`config.mk`:
```
export PLATFORM = sky130hd
export DESIGN_NAME = joystick_drive_mixer_top
export DESIGN_NICKNAME = d
export VERILOG_FILES = /design/src/sv/jdm_pkg.sv /design/src/sv/jdm_mix.sv /design/src/sv/jdm_div.sv /design/src/sv/joystick_drive_mixer_top.sv
export VERILOG_INCLUDE_DIRS = /design/src /design/src/sv
export SDC_FILE = /design/constraint.sdc
export NUM_CORES = 2
export LEC_CHECK = 0
export BUFFER_PORTS_ARGS = -buffer_cell sky130_fd_sc_hd__buf_2
export CORE_ASPECT_RATIO = 0.75
export CORE_MARGIN = 1
export CORE_UTILIZATION = 30
export CTS_CLUSTER_DIAMETER = 30
export DETAILED_ROUTE_END_ITERATION = 10
export HOLD_SLACK_MARGIN = 0.12
export PLACE_DENSITY = 0.42
export SYNTH_ARGS = -nofsm -noshare
export SYNTH_HDL_FRONTEND = slang
export SYNTH_HIERARCHICAL = 1
export SYNTH_SLANG_ARGS = --single-unit
```
`constraint.sdc`:
```
create_clock -name clk -period 9.69 [get_ports clk]
set_clock_uncertainty 0.15 [all_clocks]
set_input_delay 0.4845 -clock clk [delete_from_list [all_inputs] [get_ports clk]]
set_output_delay 0.4845 -clock clk [all_outputs]
set_load 0.01 [all_outputs]
```
`src/sv/assert_macros.svh`:
```
// Assertion macros for the joystick drive mixer.
// Needs clk and arst_n in the scope of each use.
`ifndef ASSERT_MACROS_SVH
`define ASSERT_MACROS_SVH

// Property that must hold on every clock edge out of reset.
`define JDM_ASSERT_ALWAYS(lbl, prop, msg) \
	lbl: assert property (@(posedge clk) disable iff (!arst_n) (prop)) else $error(msg);

// Same-cycle implication checked on every clock edge out of reset.
`define JDM_ASSERT_IMPLY(lbl, ante, cons, msg) \
	lbl: assert property (@(posedge clk) disable iff (!arst_n) (ante) |-> (cons)) \
		else $error(msg);

`endif

```
`src/sv/jdm_pkg.sv`:
```
// Shared constants, mode codes and width helpers for the joystick drive mixer.
// No dependencies.
package jdm_pkg;

	// Deadband around the converter center
	localparam int CENTRE    = 510;
	localparam int BAND      = 25;
	localparam int LOW_EDGE  = CENTRE - BAND;
	localparam int HIGH_EDGE = CENTRE + BAND;

	// Full-scale command and the 0.95 full-throttle limit as 19/20
	localparam int FULL_CMD = 127;
	localparam int FULL_NUM = 20;
	localparam int FULL_DEN = 19;

	// Command and pipeline geometry
	localparam int CMD_BITS   = 8;
	localparam int QBITS      = 7;
	localparam int NUM_LANES  = 3;
	localparam int LANE_X     = 0;
	localparam int LANE_Y     = 1;
	localparam int LANE_YAW   = 2;
	localparam int MIX_STAGES = 4;

	// Register indexes on the config port
	localparam logic [0:0] REG_INPUT_MODE = 1'b0;
	localparam logic [0:0] REG_DRIVE_MODE = 1'b1;

	typedef enum logic [1:0] {
		IN_ARCADE2 = 2'b00,
		IN_ARCADE1 = 2'b01,
		IN_TANK    = 2'b10
	} in_mode_t;

	typedef enum logic [1:0] {
		DRV_HALF = 2'b00,
		DRV_3Q   = 2'b01,
		DRV_FULL = 2'b10
	} drv_mode_t;

	// Width of a deflection magnitude or denominator (485 needs 9 bits)
	function automatic int data_bits(input int sb);
		return (sb > 9) ? sb : 9;
	endfunction

	// Width of a divider numerator: 127 times a mixed magnitude
	function automatic int num_bits(input int sb);
		return 2 * data_bits(sb) + 8;
	endfunction

	// Width of a divider denominator: twice a product of two denominators
	function automatic int den_bits(input int sb);
		return 2 * data_bits(sb) + 1;
	endfunction

endpackage

```
`src/sv/jdm_mix.sv`:
```
// Front end of the mixer: deadband, tank cross products, sum/difference and
// operand selection for the three divider lanes. Four register stages.
// Depends on jdm_pkg.
module jdm_mix #(
	parameter int SAMPLE_BITS = 10,
	localparam int DW  = jdm_pkg::data_bits(SAMPLE_BITS),
	localparam int NW  = jdm_pkg::num_bits(SAMPLE_BITS),
	localparam int DNW = jdm_pkg::den_bits(SAMPLE_BITS)
) (
	input  logic                    clk,
	input  logic [jdm_pkg::MIX_STAGES-1:0] en,
	input  jdm_pkg::in_mode_t       input_mode,
	input  logic [SAMPLE_BITS-1:0]  stick1_x,
	input  logic [SAMPLE_BITS-1:0]  stick1_y,
	input  logic [SAMPLE_BITS-1:0]  stick2_x,
	input  logic [SAMPLE_BITS-1:0]  stick2_y,
	output logic [NW-1:0]           num_s4 [jdm_pkg::NUM_LANES],
	output logic [DNW-1:0]          den_s4 [jdm_pkg::NUM_LANES],
	output logic                    neg_s4 [jdm_pkg::NUM_LANES]
);
	import jdm_pkg::*;

	localparam int SMAX   = (1 << SAMPLE_BITS) - 1;
	localparam int D_HIGH = (SMAX > HIGH_EDGE) ? SMAX - HIGH_EDGE : 1;
	localparam int PW     = 2 * DW;
	localparam int SW     = 2 * DW + 2;
	localparam int MW     = SW - 1;

	// Sample places: L and R of tank mode are stick1_x and stick2_x
	localparam int SMP_L = 0;
	localparam int SMP_Y = 1;
	localparam int SMP_R = 2;
	localparam int SMP_T = 3;

	logic [SAMPLE_BITS-1:0] smp [4];
	logic [31:0]            v_w [4];
	logic [DW-1:0]          nm_c [4];
	logic [DW-1:0]          d_c [4];
	logic [3:0]             below_c, above_c, full_c;

	logic [DW-1:0] nm_s1 [4];
	logic [DW-1:0] d_s1 [4];
	logic [3:0]    neg_s1, nz_s1, fp_s1, fn_s1;

	logic [PW-1:0] a_s2, b_s2, den_s2;
	logic [DW-1:0] nm_s2 [4];
	logic [DW-1:0] d_s2 [4];
	logic [3:0]    neg_s2, nz_s2, fp_s2, fn_s2;

	logic signed [SW-1:0] sa_c, sb_c;
	logic c1_c, c2_c, c3_c, c4_c;

	logic signed [SW-1:0] sum_s3, diff_s3;
	logic [PW-1:0]        den_s3;
	logic                 full_s3, fneg_s3;
	logic [DW-1:0]        nm_s3 [4];
	logic [DW-1:0]        d_s3 [4];
	logic [3:0]           neg_s3;

	logic [MW-1:0]  msum_c, mdiff_c;
	logic [NW-1:0]  num_c [NUM_LANES];
	logic [DNW-1:0] den_c [NUM_LANES];
	logic           neg_c [NUM_LANES];

	function automatic logic [NW-1:0] times_cmd(input logic [NW-1:0] m);
		return m * NW'(FULL_CMD);
	endfunction

	assign smp[0] = stick1_x;
	assign smp[1] = stick1_y;
	assign smp[2] = stick2_x;
	assign smp[3] = stick2_y;

	// Stage 1: deadband, deflection as magnitude/denominator, 0.95 test
	always_comb begin
		for (int i = 0; i < 4; i++) begin
			v_w[i]     = 32'(smp[i]);
			below_c[i] = v_w[i] < 32'(LOW_EDGE);
			above_c[i] = v_w[i] > 32'(HIGH_EDGE);
			if (below_c[i]) begin
				nm_c[i] = DW'(32'(LOW_EDGE) - v_w[i]);
				d_c[i]  = DW'(LOW_EDGE);
			end else if (above_c[i]) begin
				nm_c[i] = DW'(v_w[i] - 32'(HIGH_EDGE));
				d_c[i]  = DW'(D_HIGH);
			end else begin
				nm_c[i] = '0;
				d_c[i]  = DW'(1);
			end
			full_c[i] = (32'(nm_c[i]) * 32'(FULL_NUM)) > (32'(d_c[i]) * 32'(FULL_DEN));
		end
	end

	always_ff @(posedge clk) begin
		if (en[0]) begin
			for (int i = 0; i < 4; i++) begin
				nm_s1[i]  <= nm_c[i];
				d_s1[i]   <= d_c[i];
				neg_s1[i] <= above_c[i];
				nz_s1[i]  <= below_c[i] | above_c[i];
				fp_s1[i]  <= full_c[i] & ~above_c[i];
				fn_s1[i]  <= full_c[i] & above_c[i];
			end
		end
	end

	// Stage 2: tank cross products over a common denominator
	always_ff @(posedge clk) begin
		if (en[1]) begin
			a_s2   <= PW'(nm_s1[SMP_L]) * PW'(d_s1[SMP_R]);
			b_s2   <= PW'(nm_s1[SMP_R]) * PW'(d_s1[SMP_L]);
			den_s2 <= PW'(d_s1[SMP_L]) * PW'(d_s1[SMP_R]);
			nm_s2  <= nm_s1;
			d_s2   <= d_s1;
			neg_s2 <= neg_s1;
			nz_s2  <= nz_s1;
			fp_s2  <= fp_s1;
			fn_s2  <= fn_s1;
		end
	end

	// Stage 3: signed sum and difference, full-throttle cases in order
	always_comb begin
		sa_c = $signed(SW'(a_s2));
		sb_c = $signed(SW'(b_s2));
		if (neg_s2[SMP_L])
			sa_c = -sa_c;
		if (neg_s2[SMP_R])
			sb_c = -sb_c;
		c1_c = fp_s2[SMP_L] & ~neg_s2[SMP_R];
		c2_c = fn_s2[SMP_L] & ~(nz_s2[SMP_R] & ~neg_s2[SMP_R]);
		c3_c = fp_s2[SMP_R] & ~neg_s2[SMP_L];
		c4_c = fn_s2[SMP_R] & ~(nz_s2[SMP_L] & ~neg_s2[SMP_L]);
	end

	always_ff @(posedge clk) begin
		if (en[2]) begin
			sum_s3  <= sa_c + sb_c;
			diff_s3 <= sa_c - sb_c;
			den_s3  <= den_s2;
			full_s3 <= c1_c | c2_c | c3_c | c4_c;
			fneg_s3 <= ~c1_c & (c2_c | ~c3_c);
			nm_s3   <= nm_s2;
			d_s3    <= d_s2;
			neg_s3  <= neg_s2;
		end
	end

	// Stage 4: divider operands per lane, chosen by input mode
	always_comb begin
		msum_c  = (sum_s3 < 0) ? MW'(-sum_s3) : MW'(sum_s3);
		mdiff_c = (diff_s3 < 0) ? MW'(-diff_s3) : MW'(diff_s3);
		for (int l = 0; l < NUM_LANES; l++) begin
			num_c[l] = '0;
			den_c[l] = DNW'(1);
			neg_c[l] = 1'b0;
		end
		case (input_mode)
			IN_ARCADE2: begin
				num_c[LANE_X]   = times_cmd(NW'(nm_s3[SMP_L]));
				den_c[LANE_X]   = DNW'(d_s3[SMP_L]);
				neg_c[LANE_X]   = neg_s3[SMP_L];
				num_c[LANE_Y]   = times_cmd(NW'(nm_s3[SMP_Y]));
				den_c[LANE_Y]   = DNW'(d_s3[SMP_Y]);
				neg_c[LANE_Y]   = neg_s3[SMP_Y];
				num_c[LANE_YAW] = times_cmd(NW'(nm_s3[SMP_T]));
				den_c[LANE_YAW] = DNW'(d_s3[SMP_T]);
				neg_c[LANE_YAW] = neg_s3[SMP_T];
			end
			IN_ARCADE1: begin
				num_c[LANE_X]   = times_cmd(NW'(nm_s3[SMP_R]));
				den_c[LANE_X]   = DNW'(d_s3[SMP_R]);
				neg_c[LANE_X]   = neg_s3[SMP_R];
				num_c[LANE_YAW] = times_cmd(NW'(nm_s3[SMP_T]));
				den_c[LANE_YAW] = DNW'(d_s3[SMP_T]);
				neg_c[LANE_YAW] = neg_s3[SMP_T];
			end
			IN_TANK: begin
				num_c[LANE_YAW] = times_cmd(NW'(mdiff_c));
				neg_c[LANE_YAW] = diff_s3 < 0;
				if (full_s3) begin
					// full throttle: x pinned, yaw not halved
					num_c[LANE_X]   = NW'(FULL_CMD);
					neg_c[LANE_X]   = fneg_s3;
					den_c[LANE_YAW] = DNW'(den_s3);
				end else begin
					num_c[LANE_X]   = times_cmd(NW'(msum_c));
					den_c[LANE_X]   = {den_s3, 1'b0};
					neg_c[LANE_X]   = sum_s3 < 0;
					den_c[LANE_YAW] = {den_s3, 1'b0};
				end
			end
			default: begin
				num_c[LANE_X] = '0;
			end
		endcase
	end

	always_ff @(posedge clk) begin
		if (en[3]) begin
			num_s4 <= num_c;
			den_s4 <= den_c;
			neg_s4 <= neg_c;
		end
	end

endmodule

```
`src/sv/jdm_div.sv`:
```
// Pipelined restoring divider for one command lane: one quotient bit per
// stage, magnitude quotient below 128. Depends on jdm_pkg.
module jdm_div #(
	parameter int SAMPLE_BITS = 10,
	localparam int NW  = jdm_pkg::num_bits(SAMPLE_BITS),
	localparam int DNW = jdm_pkg::den_bits(SAMPLE_BITS)
) (
	input  logic                      clk,
	input  logic [jdm_pkg::QBITS-1:0] en,
	input  logic [NW-1:0]             num,
	input  logic [DNW-1:0]            den,
	input  logic                      neg,
	output logic [jdm_pkg::QBITS-1:0] quo,
	output logic                      quo_neg
);
	import jdm_pkg::*;

	logic [NW-1:0]    rem_s [1:QBITS-1];
	logic [DNW-1:0]   den_s [1:QBITS-1];
	logic [QBITS-1:0] quo_s [1:QBITS];
	logic             neg_s [1:QBITS];

	// One compare-subtract per stage, most significant quotient bit first
	for (genvar k = 0; k < QBITS; k++) begin : g_step
		localparam int SH = QBITS - 1 - k;
		logic [NW-1:0]    rem_in;
		logic [DNW-1:0]   den_in;
		logic [QBITS-1:0] quo_in;
		logic             neg_in;
		logic [NW-1:0]    trial;
		logic             ge;

		// First stage takes the lane operands, later ones the previous stage
		if (k == 0) begin : g_first
			assign rem_in = num;
			assign den_in = den;
			assign quo_in = '0;
			assign neg_in = neg;
		end else begin : g_next
			assign rem_in = rem_s[k];
			assign den_in = den_s[k];
			assign quo_in = quo_s[k];
			assign neg_in = neg_s[k];
		end

		assign trial = NW'(den_in) << SH;
		assign ge    = rem_in >= trial;

		always_ff @(posedge clk) begin
			if (en[k]) begin
				quo_s[k+1] <= {quo_in[QBITS-2:0], ge};
				neg_s[k+1] <= neg_in;
			end
		end

		if (k < QBITS - 1) begin : g_carry
			always_ff @(posedge clk) begin
				if (en[k]) begin
					rem_s[k+1] <= ge ? rem_in - trial : rem_in;
					den_s[k+1] <= den_in;
				end
			end
		end
	end

	assign quo     = quo_s[QBITS];
	assign quo_neg = neg_s[QBITS];

endmodule

```
`src/sv/joystick_drive_mixer_top.sv`:
```
// Joystick drive mixer top: 12 register stages, deadband and mixing (4),
// bit-per-stage division (7), power scaling into the output register (1).
// An input transaction passes through every stage to m_tvalid; one sample set
// per cycle is taken while no stall backs up, and stalls fill bubbles first.
// arst_n clears all stage valid bits and sets input_mode 0, drive_mode 2.
// Depends on jdm_pkg, jdm_mix, jdm_div and assert_macros.svh.
`include "assert_macros.svh"

module joystick_drive_mixer_top #(
	parameter int SAMPLE_BITS = 10,
	localparam int IN_BITS = ((4 * SAMPLE_BITS + 7) / 8) * 8
) (
	input  logic               clk,
	input  logic               arst_n,
	input  logic               cfg_we,
	input  logic [0:0]         cfg_addr,
	input  logic [1:0]         cfg_wdata,
	input  logic               s_tvalid,
	output logic               s_tready,
	// stick1_x, stick1_y, stick2_x, stick2_y (SAMPLE_BITS each), zero pad
	input  logic [IN_BITS-1:0] s_tdata,
	output logic               m_tvalid,
	input  logic               m_tready,
	// drive_x [7:0], drive_y [15:8], drive_yaw [23:16]
	output logic [23:0]        m_tdata
);
	import jdm_pkg::*;

	localparam int NSTAGES = MIX_STAGES + QBITS + 1;
	localparam int NW      = num_bits(SAMPLE_BITS);
	localparam int DNW     = den_bits(SAMPLE_BITS);

	in_mode_t  input_mode_q;
	drv_mode_t drive_mode_q;

	logic [NSTAGES-1:0] vld_q;
	logic [NSTAGES-1:0] en;

	logic [NW-1:0]    num_s4 [NUM_LANES];
	logic [DNW-1:0]   den_s4 [NUM_LANES];
	logic             neg_s4 [NUM_LANES];
	logic [QBITS-1:0] quo [NUM_LANES];
	logic             quo_neg [NUM_LANES];

	logic [QBITS+1:0]           x3_c [NUM_LANES];
	logic [QBITS-1:0]           mag_c [NUM_LANES];
	logic signed [CMD_BITS-1:0] cmd_c [NUM_LANES];
	logic signed [CMD_BITS-1:0] cmd_s12 [NUM_LANES];

	// Config registers
	always_ff @(posedge clk or negedge arst_n) begin
		if (!arst_n) begin
			input_mode_q <= IN_ARCADE2;
			drive_mode_q <= DRV_FULL;
		end else if (cfg_we) begin
			case (cfg_addr)
				REG_INPUT_MODE: input_mode_q <= in_mode_t'(cfg_wdata);
				REG_DRIVE_MODE: drive_mode_q <= drv_mode_t'(cfg_wdata);
				default: ;
			endcase
		end
	end

	// Stage enables: a stage loads when empty or when the next one moves
	always_comb begin
		en[NSTAGES-1] = !vld_q[NSTAGES-1] || m_tready;
		for (int k = NSTAGES - 2; k >= 0; k--)
			en[k] = !vld_q[k] || en[k+1];
	end

	always_ff @(posedge clk or negedge arst_n) begin
		if (!arst_n) begin
			vld_q <= '0;
		end else begin
			if (en[0])
				vld_q[0] <= s_tvalid;
			for (int k = 1; k < NSTAGES; k++)
				if (en[k])
					vld_q[k] <= vld_q[k-1];
		end
	end

	assign s_tready = en[0];
	assign m_tvalid = vld_q[NSTAGES-1];

	// Deadband, mixing and divider operands
	jdm_mix #(.SAMPLE_BITS(SAMPLE_BITS)) u_mix (
		.clk        (clk),
		.en         (en[MIX_STAGES-1:0]),
		.input_mode (input_mode_q),
		.stick1_x   (s_tdata[SAMPLE_BITS-1:0]),
		.stick1_y   (s_tdata[2*SAMPLE_BITS-1:SAMPLE_BITS]),
		.stick2_x   (s_tdata[3*SAMPLE_BITS-1:2*SAMPLE_BITS]),
		.stick2_y   (s_tdata[4*SAMPLE_BITS-1:3*SAMPLE_BITS]),
		.num_s4     (num_s4),
		.den_s4     (den_s4),
		.neg_s4     (neg_s4)
	);

	// One divider per command lane
	for (genvar l = 0; l < NUM_LANES; l++) begin : g_lane
		jdm_div #(.SAMPLE_BITS(SAMPLE_BITS)) u_div (
			.clk     (clk),
			.en      (en[MIX_STAGES+QBITS-1:MIX_STAGES]),
			.num     (num_s4[l]),
			.den     (den_s4[l]),
			.neg     (neg_s4[l]),
			.quo     (quo[l]),
			.quo_neg (quo_neg[l])
		);
	end

	// Power scale on the magnitude, then restore the sign
	always_comb begin
		for (int l = 0; l < NUM_LANES; l++) begin
			x3_c[l] = (QBITS+2)'(quo[l]) * (QBITS+2)'(3);
			case (drive_mode_q)
				DRV_HALF: mag_c[l] = quo[l] >> 1;
				DRV_3Q:   mag_c[l] = QBITS'(x3_c[l] >> 2);
				DRV_FULL: mag_c[l] = quo[l];
				default:  mag_c[l] = quo[l];
			endcase
			cmd_c[l] = quo_neg[l] ? -$signed({1'b0, mag_c[l]}) : $signed({1'b0, mag_c[l]});
		end
	end

	always_ff @(posedge clk) begin
		if (en[NSTAGES-1])
			cmd_s12 <= cmd_c;
	end

	assign m_tdata = {cmd_s12[LANE_YAW], cmd_s12[LANE_Y], cmd_s12[LANE_X]};

	// Checks
	`JDM_ASSERT_IMPLY(a_stall_from_output, !s_tready, m_tvalid && !m_tready,
		"input stalled while the output side is free")
	`JDM_ASSERT_IMPLY(a_lateral_zero, m_tvalid && input_mode_q != IN_ARCADE2,
		cmd_s12[LANE_Y] == 8'sd0, "lateral command not zero outside two-stick arcade")
	`JDM_ASSERT_IMPLY(a_half_power, m_tvalid && drive_mode_q == DRV_HALF,
		cmd_s12[LANE_X] <= 8'sd63 && cmd_s12[LANE_X] >= -8'sd63,
		"half power command out of range")
	`JDM_ASSERT_ALWAYS(a_no_min_code, !m_tvalid || m_tdata[7:0] != 8'h80,
		"drive_x reached -128")

endmodule
```
==> out/results.txt <==
NumNets Final: 10820
RSZ-0062 raised after global routing: no
YS warnings: 6
Routed Antenna Nets: 0
ratio of final minimum period to clock period: 79.48%
post-synthesis cell type count: 108
H-tree depth: 5
fmax: 0.1298 GHz
CTS tree: built
Main synth FF type: edfxtp_1
post-CTS setup buffer count: 0
Crit. End Element: register
CP max FO: 6
Critical Path Most Common Cell: inv_1
FF+latch count, synth: 1458
Worst-Margin Slew: 1.100 ns
Max Cap Viol: 0
Initial DRC Count: 4486
Synth top area share: 43.59%
Post-Synthesis Cell Area: 99340 µm²
overall routed net length: 245500 µm
EDFF count, synth: 1442
clk_lat worst skew: 0.88 ns
total CTS buffers: 327
number of hold violations in the final report: 0
total number of vias: 66360
grt total ovfl: 0
Die Ht: 500.4 µm
antenna violations before repair: 22
# IOs: 74
share of cells above drive strength 1: 8.688%
Layout fillers: 32390
Area Growth Syn to Fin: 17.50%
Vias/cell: 4.698
startpoint types: register
gpl congestion: 0.8459
syn_area_per_cell: 10.90 µm²
Fin Setup TNS: 0 ns
vias in the first global route: 66750
core area: 328600 µm²
CTS sink cnt: 1458
FP Rows: 182
Hold WC Path Type: in2reg
die width: 666.5 µm
critical path class: reg2reg
Hold Buf Count CTS: 68
final worst path period need: 7.702 ns
Async S/R FF share, synth: 1.097%
most common cell in the netlist: edfxtp_1
Synth area leader: edfxtp_1
Pre-antenna DRT Iters: 8
area post-placement: 104800 µm²
worst-case clock buffer depth: 4
Design Area, Final: 116700 µm²
setup violators final: 0
Layout Utilization: 35.52%
fin. max-slew vios: 0
Buffers on Ports: 73
CP max-delay cell: xor2_1
DP Wirelength: 193100 µm
CP Cell Sequence: nor4_1 > inv_1 > nor3_1 > nand2_1 > o31ai_1 > xor2_1 > inv_1 > ha_1 > fa_1 > inv_1 > fa_1 > fa_1 > inv_1 > ha_1 > nand4_1 > or4_1 > a211oi_1 > nor4_1 > o31ai_1 > a311oi_1 > xnor2_1 > nor2_1
DRC viols: 0
post-cts resize count: 0
status: finished clean
Area contributors post-synth: edfxtp_1 (44%), ha_1 (12%), fa_1 (7.4%)
cell count after synthesis: 9116
Clk Tree Root Cell: clkbuf_16
Starting Density: 30.23%
routed len/inst: 17.38 µm
Rel. slew slack: 26.66%
first-pass GRT wire length: 383900 µm
clock-pin slew on the worst setup and hold paths: 0.05 ns
WP data arrival: 8.08 ns
largest net degree at the start of global routing: 109
Post-synth top cells: edfxtp_1 (1442), inv_1 (1179), ha_1 (975)
DIE AREA: 333500 µm²
CP Data Required Time: 10.07 ns
gr usage total: 14.45%
Critical Path Max Stage Delay: 0.63 ns
post-synthesis sequential area ratio: 43.99%
[critical path, delay by kind of cell (launching register included)]
family | cells | cell delay (ns)
compound gates | 4 | 1.50
xor+xnor | 2 | 0.84
fa+ha+maj | 5 | 2.22
buf+inv | 4 | 0.30
flops | 1 | 0.45
simple gates | 7 | 1.99
[state kept, by name, summed over array words and instances, names as in the netlist, 18 cells and up]
signal and cells:
g_lane.u_div/den_s 378, g_lane.u_div/neg_s 21, g_lane.u_div/quo_s 84, g_lane.u_div/rem_s 504, m_tdata 24, u_mix/a_s2 20
u_mix/b_s2 20, u_mix/den_s2 18, u_mix/den_s3 18, u_mix/den_s4 42, u_mix/diff_s3 21, u_mix/nm_s1 40
u_mix/nm_s2 40, u_mix/nm_s3 40, u_mix/num_s4 73, u_mix/sum_s3 22
[area by class of cell]
type / instances / area (µm²) / share of cell area (%)
clock buffers: 368 / 8443 / 7.233
well taps: 4416 / 5525 / 4.734
clock inverters: 230 / 2798 / 2.397
multi-input cells: 6273 / 50350 / 43.14
diodes: 5 / 12.51 / 0.01072
flip-flops and latches: 1458 / 43710 / 37.44
repair buffers: 191 / 1434 / 1.228
inverters: 1183 / 4453 / 3.815
[placed cells by master (no fill, tap or decap), types with 73 or more instances in the layout]
master     instances
clkbuf_16        332
o21bai_1          92
nand3_1          112
inv_1           1176
mux2_2            98
nand2b_1         114
nor3_1           137
nand2_1          591
a21oi_1          566
ha_1             975
nor2b_1           91
nor2_1           444
xnor2_1          375
o21a_1            92
a21o_1           246
o21ai_0          463
and2_1           132
xor2_1           295
buf_2             73
fa_1             366
edfxtp_1        1442
nand4_1           85
[metrics by stage]
| stage | worst slack, ns | instances | hold WS [ns] |
|---|---|---|---|
| 3_3_place_gp | 2.076 | 13450 | 0.2512 |
| 5_1_grt | 1.280 | 14120 | 0.1954 |
| 4_1_cts | 2.042 | 14120 | 0.1338 |
| 2_1_floorplan | 1.645 | 9144 | 0.03891 |
| 6_report | 1.988 | 14120 | 0.2116 |
| 3_5_place_dp | 2.081 | 13450 | 0.2545 |
[routing by layer]
| layer | up-vias | wire length [µm] | track usage, % |
|---|---|---|---|
| met3 | 378 | 9352 | 2.047 |
| met2 | 1213 | 97410 | 20.53 |
| met5 | - | 48 | 0 |
| met4 | 6 | 5962 | 4.049 |
| met1 | 31530 | 132700 | 22.48 |
| li1 | 33230 | - | - |
[final timing paths]
check | from | to | slack [ns] | depth (start not counted)
worst max-delay path | u_mix/diff_s3[2] | u_mix/num_s4[27] | 1.99 | 22
worst min-delay path | s_tdata[21] | u_mix/nm_s1[11] | 0.21 | 3
worst max register to register | u_mix/diff_s3[2] | u_mix/num_s4[27] | 1.99 | 22
worst min register to register | u_mix/d_s2[13] | u_mix/d_s3[13] | 0.23 | 0
max in group asynchronous | arst_n | input_mode_q[1] | 7.32 | 4
min in group asynchronous | arst_n | drive_mode_q[1] | 0.54 | 3
[cell families after synthesis]
logic type      after synthesis  synth area share [%]
compound gates             2061                 13.23
simple gates               2031                 10.11
flops                      1458                 43.99
buf+inv                    1413                 5.534
fa+ha+maj                  1342                 19.67
xor+xnor                    671                 5.935
mux                         139                 1.525
other cells                   1              0.003775
Power is not shown: default switching activity piles up to over one toggle a cycle in this logic, so the estimate is an artifact.
